File: config.mk
export PLATFORM = sky130hd
export DESIGN_NAME = mlr_divider
export DESIGN_NICKNAME = d
export VERILOG_FILES = /design/src/rtl/mlr_pkg.sv /design/src/rtl/mlr_divider.sv
export SDC_FILE = /design/constraint.sdc
export NUM_CORES = 1
export LEC_CHECK = 0
export BUFFER_PORTS_ARGS = -buffer_cell sky130_fd_sc_hd__buf_2
export CAP_MARGIN = 15
export CORE_MARGIN = 2
export CORE_UTILIZATION = 48
export DETAILED_ROUTE_END_ITERATION = 6
export PLACE_DENSITY = 0.78
export SKIP_LAST_GASP = 1
export SYNTH_ARGS = -nofsm -noshare
export SYNTH_HDL_FRONTEND = slang
export SYNTH_SLANG_ARGS = --single-unit
File: constraint.sdc
create_clock -name clk -period 2.1 [get_ports clk]
set_input_delay 0.105 -clock clk [delete_from_list [all_inputs] [get_ports clk]]
set_output_delay 0.105 -clock clk [all_outputs]
set_load 0.05 [all_outputs]
File: src/rtl/mlr_pkg.sv
// Shared types and constants for the matrix layer rotator.
// Holds the input/result payload structs, register indexes and opcodes.
// No dependencies.
`timescale 1ns / 1ps
`default_nettype none

package mlr_pkg;

  // Fixed field widths
  localparam int OP_W       = 1;
  localparam int COORD_W    = 6;
  localparam int DATA_W     = 16;
  localparam int SIZE_CFG_W = 7;
  localparam int STEPS_W    = 32;

  // Configuration port
  localparam int CFG_ADDR_W = 2;
  localparam int CFG_DATA_W = 32;

  localparam logic [CFG_ADDR_W-1:0] REG_ROW_COUNT    = 2'd0;
  localparam logic [CFG_ADDR_W-1:0] REG_COL_COUNT    = 2'd1;
  localparam logic [CFG_ADDR_W-1:0] REG_ROTATE_STEPS = 2'd2;

  localparam logic [SIZE_CFG_W-1:0] SIZE_MIN       = 7'd2;
  localparam logic [SIZE_CFG_W-1:0] SIZE_RESET     = 7'd2;
  localparam logic [STEPS_W-1:0]    ROTATE_RESET   = 32'd1;

  // Opcodes
  localparam logic [OP_W-1:0] OP_WRITE = 1'b0;
  localparam logic [OP_W-1:0] OP_READ  = 1'b1;

  typedef struct packed {
    logic [OP_W-1:0]    op;
    logic [COORD_W-1:0] row_index;
    logic [COORD_W-1:0] col_index;
    logic [DATA_W-1:0]  elem_value;
  } in_item_t;

  typedef struct packed {
    logic [DATA_W-1:0] read_value;
    logic              range_error;
  } out_item_t;

endpackage

`default_nettype wire

File: src/rtl/mlr_divider.sv
// Iterative restoring remainder unit: 32-bit dividend, one bit per cycle.
// Depends on mlr_pkg (STEPS_W).
`timescale 1ns / 1ps
`default_nettype none

module mlr_divider #(
  parameter int DIVISOR_W = 9
) (
  input  wire logic                       clk,
  input  wire logic                       rst_n,
  input  wire logic                       start,
  input  wire logic [mlr_pkg::STEPS_W-1:0] dividend,
  input  wire logic [DIVISOR_W-1:0]       divisor,
  output      logic                       done,
  output      logic [DIVISOR_W-1:0]       remainder
);

  localparam int CNT_W = $clog2(mlr_pkg::STEPS_W + 1);

  logic                        busy_r;
  logic                        done_r;
  logic [CNT_W-1:0]            cnt_r;
  logic [mlr_pkg::STEPS_W-1:0] dvd_r;
  logic [DIVISOR_W-1:0]        rem_r;
  logic [DIVISOR_W-1:0]        dsr_r;

  logic [DIVISOR_W:0] shifted;
  logic [DIVISOR_W:0] diff;
  logic               fits;

  // one restoring step: shift in next dividend bit, subtract if it fits
  always_comb begin
    shifted = {rem_r, dvd_r[mlr_pkg::STEPS_W-1]};
    diff    = shifted - {1'b0, dsr_r};
    fits    = (shifted >= {1'b0, dsr_r});
  end

  // control
  always_ff @(posedge clk) begin
    if (!rst_n) begin
      busy_r <= 1'b0;
      done_r <= 1'b0;
      cnt_r  <= '0;
    end else begin
      done_r <= 1'b0;
      if (start) begin
        busy_r <= 1'b1;
        cnt_r  <= CNT_W'(mlr_pkg::STEPS_W);
      end else if (busy_r) begin
        cnt_r <= cnt_r - CNT_W'(1);
        if (cnt_r == CNT_W'(1)) begin
          busy_r <= 1'b0;
          done_r <= 1'b1;
        end
      end
    end
  end

  // datapath
  always_ff @(posedge clk) begin
    if (start) begin
      dvd_r <= dividend;
      rem_r <= '0;
      dsr_r <= divisor;
    end else if (busy_r) begin
      dvd_r <= {dvd_r[mlr_pkg::STEPS_W-2:0], 1'b0};
      rem_r <= fits ? diff[DIVISOR_W-1:0] : shifted[DIVISOR_W-1:0];
    end
  end

  assign done      = done_r;
  assign remainder = rem_r;

endmodule

`default_nettype wire

==> results of run 1 <==
[what timing repair did]
item	4_1_cts	5_1_grt
gates cloned	0	0
endpoints found under the hold margin	10	0
endpoints found under the setup margin	8	9
resized for setup	2	3
buffers inserted	3	0
pin swaps	3	2
hold buffers	10	0
[cell type report]
cell class	count	area, um2
Multi-Input combinational cell	133	1160
Inverter	16	60.1
Sequential cell	58	1580
Fill cell	434	2000
Tap cell	72	90.1
Clock buffer	11	131
Timing Repair Buffer	77	483
Clock inverter	5	78.8
[sequential cells by signal, indices dropped and copies added, names as in the netlist]
name / count
dvd_r: 32
dsr_r: 9
remainder: 9
cnt_r: 6
busy_r: 1
done: 1
[path summary, 6_finish.rpt]
check                  to
max          remainder[1]
min              dvd_r[0]
min reg2reg  remainder[8]
max reg2reg  remainder[1]
[synthesized netlist by cell type, drive strengths merged]
master	number
o311ai	2
and2	1
nor2	12
buf	6
xor2	6
edfxtp	41
ha	11
xnor2	3
mux2	31
a21bo	1
o21bai	1
o2111ai	2
nor3	3
nor4	2
or2	1
a21o	1
inv	16
a211oi	5
a221o	1
nand2	11
o31ai	4
clkbuf	1
a2111oi	1
nand2b	3
nand3	4
a31oi	1
a311oi	1
a32oi	3
dfxtp	17
a21oi	5
o21ai	5
o21a	1
o211ai	2
nor2b	2
fa	1
nand4	1
nand3b	1
or3	1
mux2i	3
[metal layers]
layer | GRT usage, % | part of all wire [%] | up-vias
met3 | 7.98 | 7.8 | 16
met2 | 27.2 | 46 | 63
met5 | 0 | 0 | -
met1 | 23.4 | 43 | 931
met4 | 8.81 | 2.8 | 0
li1 | - | - | 960
[power groups by stage]
stage / sequential (mW) / combinational, mW / clock, mW
after floorplan: 1.41 / 0.262 / 0
after global placement: 1.40 / 0.400 / 0
after detailed placement: 1.40 / 0.409 / 0
after CTS: 1.38 / 0.437 / 1.13
after global routing: 1.39 / 0.492 / 1.17
final: 1.38 / 0.447 / 1.11
[stage by stage]
step	instances	cell area [um2]
2_1_floorplan	214	2820
3_3_place_gp	343	3210
3_5_place_dp	343	3210
4_1_cts	372	3560
5_1_grt	372	3580
6_report	372	3580
[kinds of logic after synthesis]
kind of cell / after synthesis
multiplexers: 34
AO/OA/AOI/OAI: 36
XOR/XNOR: 9
adder cells (fa/ha/maj): 12
buffers and inverters: 23
AND/OR/NAND/NOR: 42
flip-flops: 58
==> reports/summary.txt, run 1 <==
Run status -> finished with violations
Failing checks -> negative setup slack
Critical Path Fanout Max -> 5
Clock buffer depth -> 2
Port-buffer cells -> 53
Final period util -> 101%
Clk_lat worst skew -> 0.34 ns
Cell taking the most area after synthesis -> edfxtp_1
H-Tree Level Count -> 3
Die Span X -> 80.5 um
GRT Total Usage -> 18.5%
Simple-Gate Fraction of Synth Area -> 7.39%
Endpoint class of the critical path -> register
Synth Area per Inst -> 13.1 um2
Int Pwr -> 2.23 mW
Post-route ant nets -> 0
Syn Nets -> 270
Initial core utilization -> 50.4%
Combinational power share -> 15.2%
Post-synth top area share -> 43.8%
Setup CP Type -> register to register
Maxcap violations -> 0
XOR/XNOR Fraction of Synth Area -> 2.80%
Hold Path Origin -> dividend[0]
Mapped Area -> 2810 um2
Type of origin of the critical path -> register
Pleak -> 1.49 nW
Slowest-stage cell, CP -> edfxtp_1
Drc violations -> 0
Worst Max-Slew Pin Slew -> 0.531 ns
Ratio of cells with drive above 1 in the final layout -> 43.0%
Tmin final -> 2.13 ns
ANT cells -> 0
GP Congestion -> 0.860
Most common cell after layout, fill and taps aside -> buf_2
Pwr dens -> 820 nW/um2
Reg-to-reg critical path startpoint -> dvd_r[31]
Cell family with most CP delay -> compound AO/OA/AOI/OAI gates
Relative slew slack -> 64.5%
Initial antenna violation count -> 0
Reg2reg path depth -> 10
DPL Wire Length -> 3.73 mm
CTS Root Cell -> clkbuf_8
Largest family of logic cells by synthesized area -> multiplexers
Unrepaired setup endpoints after global routing -> true
Setup WS post-layout -> -0.0252 ns
Setup_tns -> -0.0720 ns
Area contributors post-synth -> edfxtp_1 44%, mux2_2 12%, dfxtp_1 12%
Vias -> 1970
# rows -> 27
Sw Share -> 24.2%
Total chip power -> 2.94 mW
Seq/Total Area, Yosys -> 55.9%
Area Growth Syn to Fin -> 27.3%
CP bufs+invs -> 3
Crit-path cells -> inv_1 -> ha_2 -> inv_2 -> fa_2 -> a211oi_4 -> o21ai_2 -> a31oi_4 -> buf_12 -> mux2i_1 -> a211oi_1
WP depth -> 10
Final core occ -> 64.2%
Layout Nets -> 351
WHS -> 0.0512 ns
Setup Skew -> 0.00870 ns
Number of buffers created by CTS -> 9
Die Span Y -> 80.5 um
Fin. Hold Viols -> 0
Largest net degree at the start of global routing -> 32
#FFs+latches synth -> 58
Clock Pin Slew Worst Setup and Hold Paths -> 0.07 ns
Multiplexer area fraction after synthesis -> 13.5%
FMAX -> 471 MHz
Req. time, crit path -> 2.32 ns
Adder-cell share of the synthesized area -> 5.61%
First-pass GRT wire length -> 8.89 mm
Worst Hold Depth -> 2
Vias in the first global route -> 1924
Commonest cells after routing, fill and taps aside -> 53 x buf_2, 41 x edfxtp_1, 31 x mux2_2
Mapped Cells -> 214
# setup viols final -> 4
Yosys cell types -> 47
DR WL/cell -> 14.8 um
Synth Area in Compound Gates -> 11.2%
Clock power frac -> 37.8%
NetSw -> 0.710 mW
CTS tree -> yes
Flop pwr share -> 47.0%
Hold WC Path Type -> input port to register
Die area -> 6480 um2
Core area -> 5570 um2
I/O pins -> 54
Post-Route WL -> 5.50 mm
Max-slew violations -> 0
Worst path max stage delay -> 0.39 ns
Setup crit start -> dvd_r[31]
Via density per instance -> 5.30
Arrival time worst endpoint -> 2.34 ns
FF-to-FF setup slack -> -0.03 ns
Detailed Route Iter0 Violations -> 101
VDD IR-drop max -> 0.642 mV
Drt pass-1 iters -> 4
Clock sink count -> 58
Placement Setup Slack -> -0.109 ns
Synth Warn # -> 0
GRT overflow -> 0
(Power assumes the default switching activity.)
==> run 2: changes to the inputs <==
Settings changed: ABC_AREA from default to 1, PLACE_DENSITY 0.78 to 0.77.
==> reports/summary.txt, run 2 <==
Run status -> finished clean
Number of buffers created by CTS -> 9
Post-Route WL -> 5.71 mm
Post-synth top area share -> 41.4%
Synth Area per Inst -> 8.74 um2
Vias -> 2312
Area of the multi-input gates -> 1210 um2
Tmin final -> 1.82 ns
Total chip power -> 2.85 mW
Cell Count, Final, Fillers Out -> 490
H-Tree Level Count -> 3
Relative slew slack -> 69.0%
GRT overflow -> 0
Ratio of cells with drive above 1 in the final layout -> 23.1%
ANT cells -> 0
DR WL/cell -> 11.7 um
GP Congestion -> 0.839
Core area -> 5960 um2
CTS tree -> yes
Flop pwr share -> 48.1%
GRT Total Usage -> 18.4%
Area Growth Syn to Fin -> 22.2%
FMAX -> 548 MHz
Vias in the first global route -> 2178
Pleak -> 1.84 nW
Endpoint class of the critical path -> register
Biggest register -> dvd_r
Register Area -> 1570 um2
# fillers -> 558
Slowest-stage cell, CP -> fa_1
Setup WS post-layout -> 0.276 ns
PostCTS Resize Cnt -> 0
Initial antenna violation count -> 1
CTS Root Cell -> clkbuf_8
Hold WC Path Type -> input port to register
Via density per instance -> 4.72
Die Span Y -> 82.7 um
Cell taking the most area after synthesis -> edfxtp_1
Synth Warn # -> 0
VDD IR-drop max -> 0.628 mV
Seq/Total Area, Yosys -> 52.9%
Ys async rst share -> 0%
Int Pwr -> 2.15 mW
Layout Nets -> 466
Setup_tns -> 0 ns
Clock buffer depth -> 2
Post-synth EDFFs -> 41
Req. time, crit path -> 2.35 ns
Unrepaired setup endpoints after global routing -> false
Setup CP Type -> register to register
Worst Max-Slew Pin Slew -> 0.465 ns
Commonest cells after routing, fill and taps aside -> 135 x nand2_1, 53 x buf_2, 41 x edfxtp_1
DPL Wire Length -> 4.00 mm
Fin. Hold Viols -> 0
Post-placement cell count -> 464
Ys flop type -> edfxtp_1
Arrival time worst endpoint -> 2.07 ns
Maxcap violations -> 0
First-pass GRT wire length -> 9.38 mm
Type of origin of the critical path -> register
DP Area -> 3320 um2
Final core occ -> 61.0%
Die Span X -> 82.7 um
Setup Skew -> 0.0100 ns
Max-slew violations -> 0
Most common cell after layout, fill and taps aside -> nand2_1
WHS -> 0.0353 ns
Initial core utilization -> 49.9%
Area contributors post-synth -> edfxtp_1 41%, nand2_1 17%, dfxtp_1 11%
I/O pins -> 54
Syn Nets -> 396
Clock power frac -> 38.1%
Die area -> 6840 um2
Max reg flops -> 32
Count leader, synth -> nand2_1
Mapped Cells -> 340
Combinational power share -> 13.8%
Final Cell Area -> 3630 um2
Top post-synthesis cells by count -> 135 x nand2_1, 41 x edfxtp_1, 40 x inv_1
# rows -> 28
Yosys cell types -> 29
#FFs+latches synth -> 58
Most used cell, CP -> inv_1
Final period util -> 86.8%
Clock sink count -> 58
Detailed Route Iter0 Violations -> 142
Crit-path cells -> inv_1 -> ha_1 -> inv_1 -> fa_1 -> nand2_1 -> nand3_2 -> nand2_4 -> nand2_8 -> nand2_2 -> nand3_1 -> o21ai_1
NetSw -> 0.706 mW
Drc violations -> 0
Clock Pin Slew Worst Setup and Hold Paths -> 0.06 ns
Post-route ant nets -> 0
Worst path max stage delay -> 0.42 ns
Clk_lat worst skew -> 0.33 ns
Critical Path Fanout Max -> 10
Mapped Area -> 2970 um2
Pwr dens -> 785 nW/um2
Placement Setup Slack -> 0.292 ns
Sw Share -> 24.8%
# setup viols final -> 0
Drt pass-1 iters -> 4
Largest net degree at the start of global routing -> 40
Port-buffer cells -> 53
-- run 2: layer usage --
metal	track usage [%]	up-vias	share of wire [%]
li1	-	1225	-
met1	23.9	1025	45
met2	29.0	56	48
met3	5.65	6	6.2
met4	7.05	0	1.0
met5	0	-	0
-- run 2: worst paths after layout --
kind          startpoint      endpoint  slack [ns]  cells after the start
min          dividend[0]      dvd_r[0]        0.04                      3
max            dvd_r[31]  remainder[2]        0.28                     11
min reg2reg     cnt_r[3]      cnt_r[3]        0.50                      2
max reg2reg    dvd_r[31]  remainder[2]        0.28                     11
-- run 2: timing repair --
| action | in CTS | in global routing |
|---|---|---|
| setup buffers | 0 | 0 |
| hold buffers | 10 | 0 |
| hold endpoints to repair | 10 | 0 |
-- run 2: cells by family after synthesis --
group | share of synthesized area, %
simple gates | 31.4
flops | 52.9
buf+inv | 6.44
compound gates | 2.53
fa+ha+maj | 5.30
xor+xnor | 1.47
-- run 2: power by group through the flow --
| stage | sequential, mW | combinational, mW | clock (mW) |
|---|---|---|---|
| 3_5_place_dp | 1.40 | 0.381 | 0 |
| 5_1_grt | 1.38 | 0.450 | 1.16 |
| 4_1_cts | 1.37 | 0.397 | 1.11 |
| 2_1_floorplan | 1.41 | 0.255 | 0 |
| 3_3_place_gp | 1.39 | 0.372 | 0 |
| 6_report | 1.37 | 0.393 | 1.09 |
-- run 2: area by class of cell --
cell class | instances | share of cell area, %
Tap cell | 75 | 2.58
Multi-Input combinational cell | 232 | 33.3
Inverter | 43 | 4.44
Sequential cell | 58 | 43.3
Clock inverter | 6 | 2.24
Timing Repair Buffer | 66 | 10.7
Clock buffer | 10 | 3.51
-- run 2: critical path: cells and delay by family (launching register included) --
kind	cells	cell delay, ns
compound gates	1	0.10
fa+ha+maj	2	0.56
buf+inv	2	0.15
flops	1	0.35
simple gates	6	0.60
==> run 3: changes to the inputs <==
Settings changed: CAP_MARGIN 15 to default, REMOVE_ABC_BUFFERS from default to 1.
==> reports/summary.txt, run 3 (same netlist as run 2, synthesis figures left out) <==
Largest net degree at the start of global routing -> 38
Reg2reg path depth -> 11
Critical Path Fanout Max -> 10
Die area -> 6840 um2
End of the critical path -> remainder[0]
Maxcap violations -> 0
Vias -> 2343
Hold WC Path Type -> input port to register
Via density per instance -> 4.79
Die Span Y -> 82.7 um
Detailed Route Iter0 Violations -> 126
Max reg flops -> 32
Commonest cells after routing, fill and taps aside -> 135 x nand2_1, 53 x buf_2, 41 x edfxtp_1
Clock buffer depth -> 2
# setup viols final -> 0
PostCTS Resize Cnt -> 0
Clk_lat worst skew -> 0.33 ns
Drt pass-1 iters -> 5
Crit-path cells -> inv_1 -> ha_1 -> inv_1 -> fa_1 -> nand2_1 -> nand3_2 -> nand2_4 -> nand2_8 -> nand2_1 -> nand3_1 -> o21ai_1
Relative slew slack -> 74.6%
Setup_tns -> 0 ns
Total chip power -> 2.72 mW
Initial core utilization -> 49.9%
Setup CP Type -> register to register
Post-route ant nets -> 0
Port-buffer cells -> 53
Ratio of cells with drive above 1 in the final layout -> 22.7%
# rows -> 28
Drc violations -> 0
I/O pins -> 54
Req. time, crit path -> 2.37 ns
Initial antenna violation count -> 0
CTS Root Cell -> clkbuf_8
First-pass GRT wire length -> 9.56 mm
Post-Route WL -> 5.76 mm
Reg2Reg Capture Point -> remainder[0]
Worst path max stage delay -> 0.42 ns
GP Congestion -> 0.824
ANT cells -> 0
# fillers -> 540
FF-to-FF setup slack -> 0.22 ns
GRT Total Usage -> 18.9%
Reg-to-reg critical path startpoint -> dvd_r[31]
Fin. Hold Viols -> 0
Slowest-stage cell, CP -> fa_1
CTS tree -> yes
Number of buffers created by CTS -> 9
Run status -> finished clean
GRT overflow -> 0
Most common cell after layout, fill and taps aside -> nand2_1
Layout Nets -> 466
Clock sink count -> 58
Tmin final -> 1.88 ns
Area Growth Syn to Fin -> 21.5%
Core area -> 5960 um2
Vias in the first global route -> 2214
Arrival time worst endpoint -> 2.15 ns
Pleak -> 1.83 nW
Die Span X -> 82.7 um
FMAX -> 532 MHz
H-Tree Level Count -> 3
DPL Wire Length -> 4.16 mm
Type of origin of the critical path -> register
Endpoint class of the critical path -> register
VDD IR-drop max -> 0.472 mV
Clock Pin Slew Worst Setup and Hold Paths -> 0.06 ns
Worst Max-Slew Pin Slew -> 0.381 ns
Pwr dens -> 752 nW/um2
Setup Skew -> 0.00431 ns
Biggest register -> dvd_r
Final period util -> 89.6%
Max-slew violations -> 0
Unrepaired setup endpoints after global routing -> false
DR WL/cell -> 11.8 um
Setup crit start -> dvd_r[31]
-- run 3: changes by cell type in the layout (fill, tap and decap cells not counted), sizes merged --
cell | before | now
bufinv | 2 | 1
-- run 3: final cells by class --
type	count	area, um2	area share [%]
Clock buffer	10	128	3.53
Inverter	43	161	4.47
Clock inverter	5	46.3	1.28
Timing Repair Buffer	66	400	11.1
Multi-Input combinational cell	232	1210	33.5
Sequential cell	58	1570	43.5
Tap cell	75	93.8	2.60
-- run 3: timing repair --
item,in CTS,in global routing
setup buffers,0,0
endpoints found under the hold margin,10,0
hold buffers,10,0
-- run 3: layer usage --
| layer | part of all wire [%] | global-route usage [%] | routed length [um] | vias up |
|---|---|---|---|---|
| met5 | 0 | 0 | 0 | - |
| met4 | 2.5 | 9.84 | 146 | 0 |
| met3 | 6.5 | 6.41 | 372 | 16 |
| met2 | 46 | 28.8 | 2660 | 81 |
| met1 | 45 | 24.0 | 2590 | 1024 |
| li1 | - | - | - | 1222 |
-- run 3: worst min path at each step --
stage / cells after the start / to / start
floorplan: 2 / cnt_r[5] / rst_n
global placement: 1 / dsr_r[4] / divisor[4]
detailed placement: 1 / dsr_r[6] / divisor[6]
CTS: 3 / dvd_r[0] / dividend[0]
global route: 3 / dvd_r[0] / dividend[0]
finish: 3 / dvd_r[0] / dividend[0]
-- run 3: metrics by stage --
step	area, um2	instances	util (%)	setup WS [ns]	hold slack [ns]
floorplan	2940	333	-	0.262	0.203
global placement	3340	464	56.0	0.349	0.283
detailed placement	3340	464	56.0	0.255	0.283
CTS	3610	489	60.6	0.234	0.0154
global route	3610	489	60.6	0.104	0.0287
finish	3610	489	60.6	0.219	0.0277
-- run 3: critical path: cells and delay by family (launching register included) --
kind / cells / cell delay (ns)
buf+inv: 2 / 0.15
fa+ha+maj: 2 / 0.56
compound gates: 1 / 0.08
simple gates: 6 / 0.64
flops: 1 / 0.37
-- run 3: power breakdown --
part	internal [mW]	switching, mW
combinational	0.155	0.246
sequential	1.34	0.0360
clock	0.527	0.415
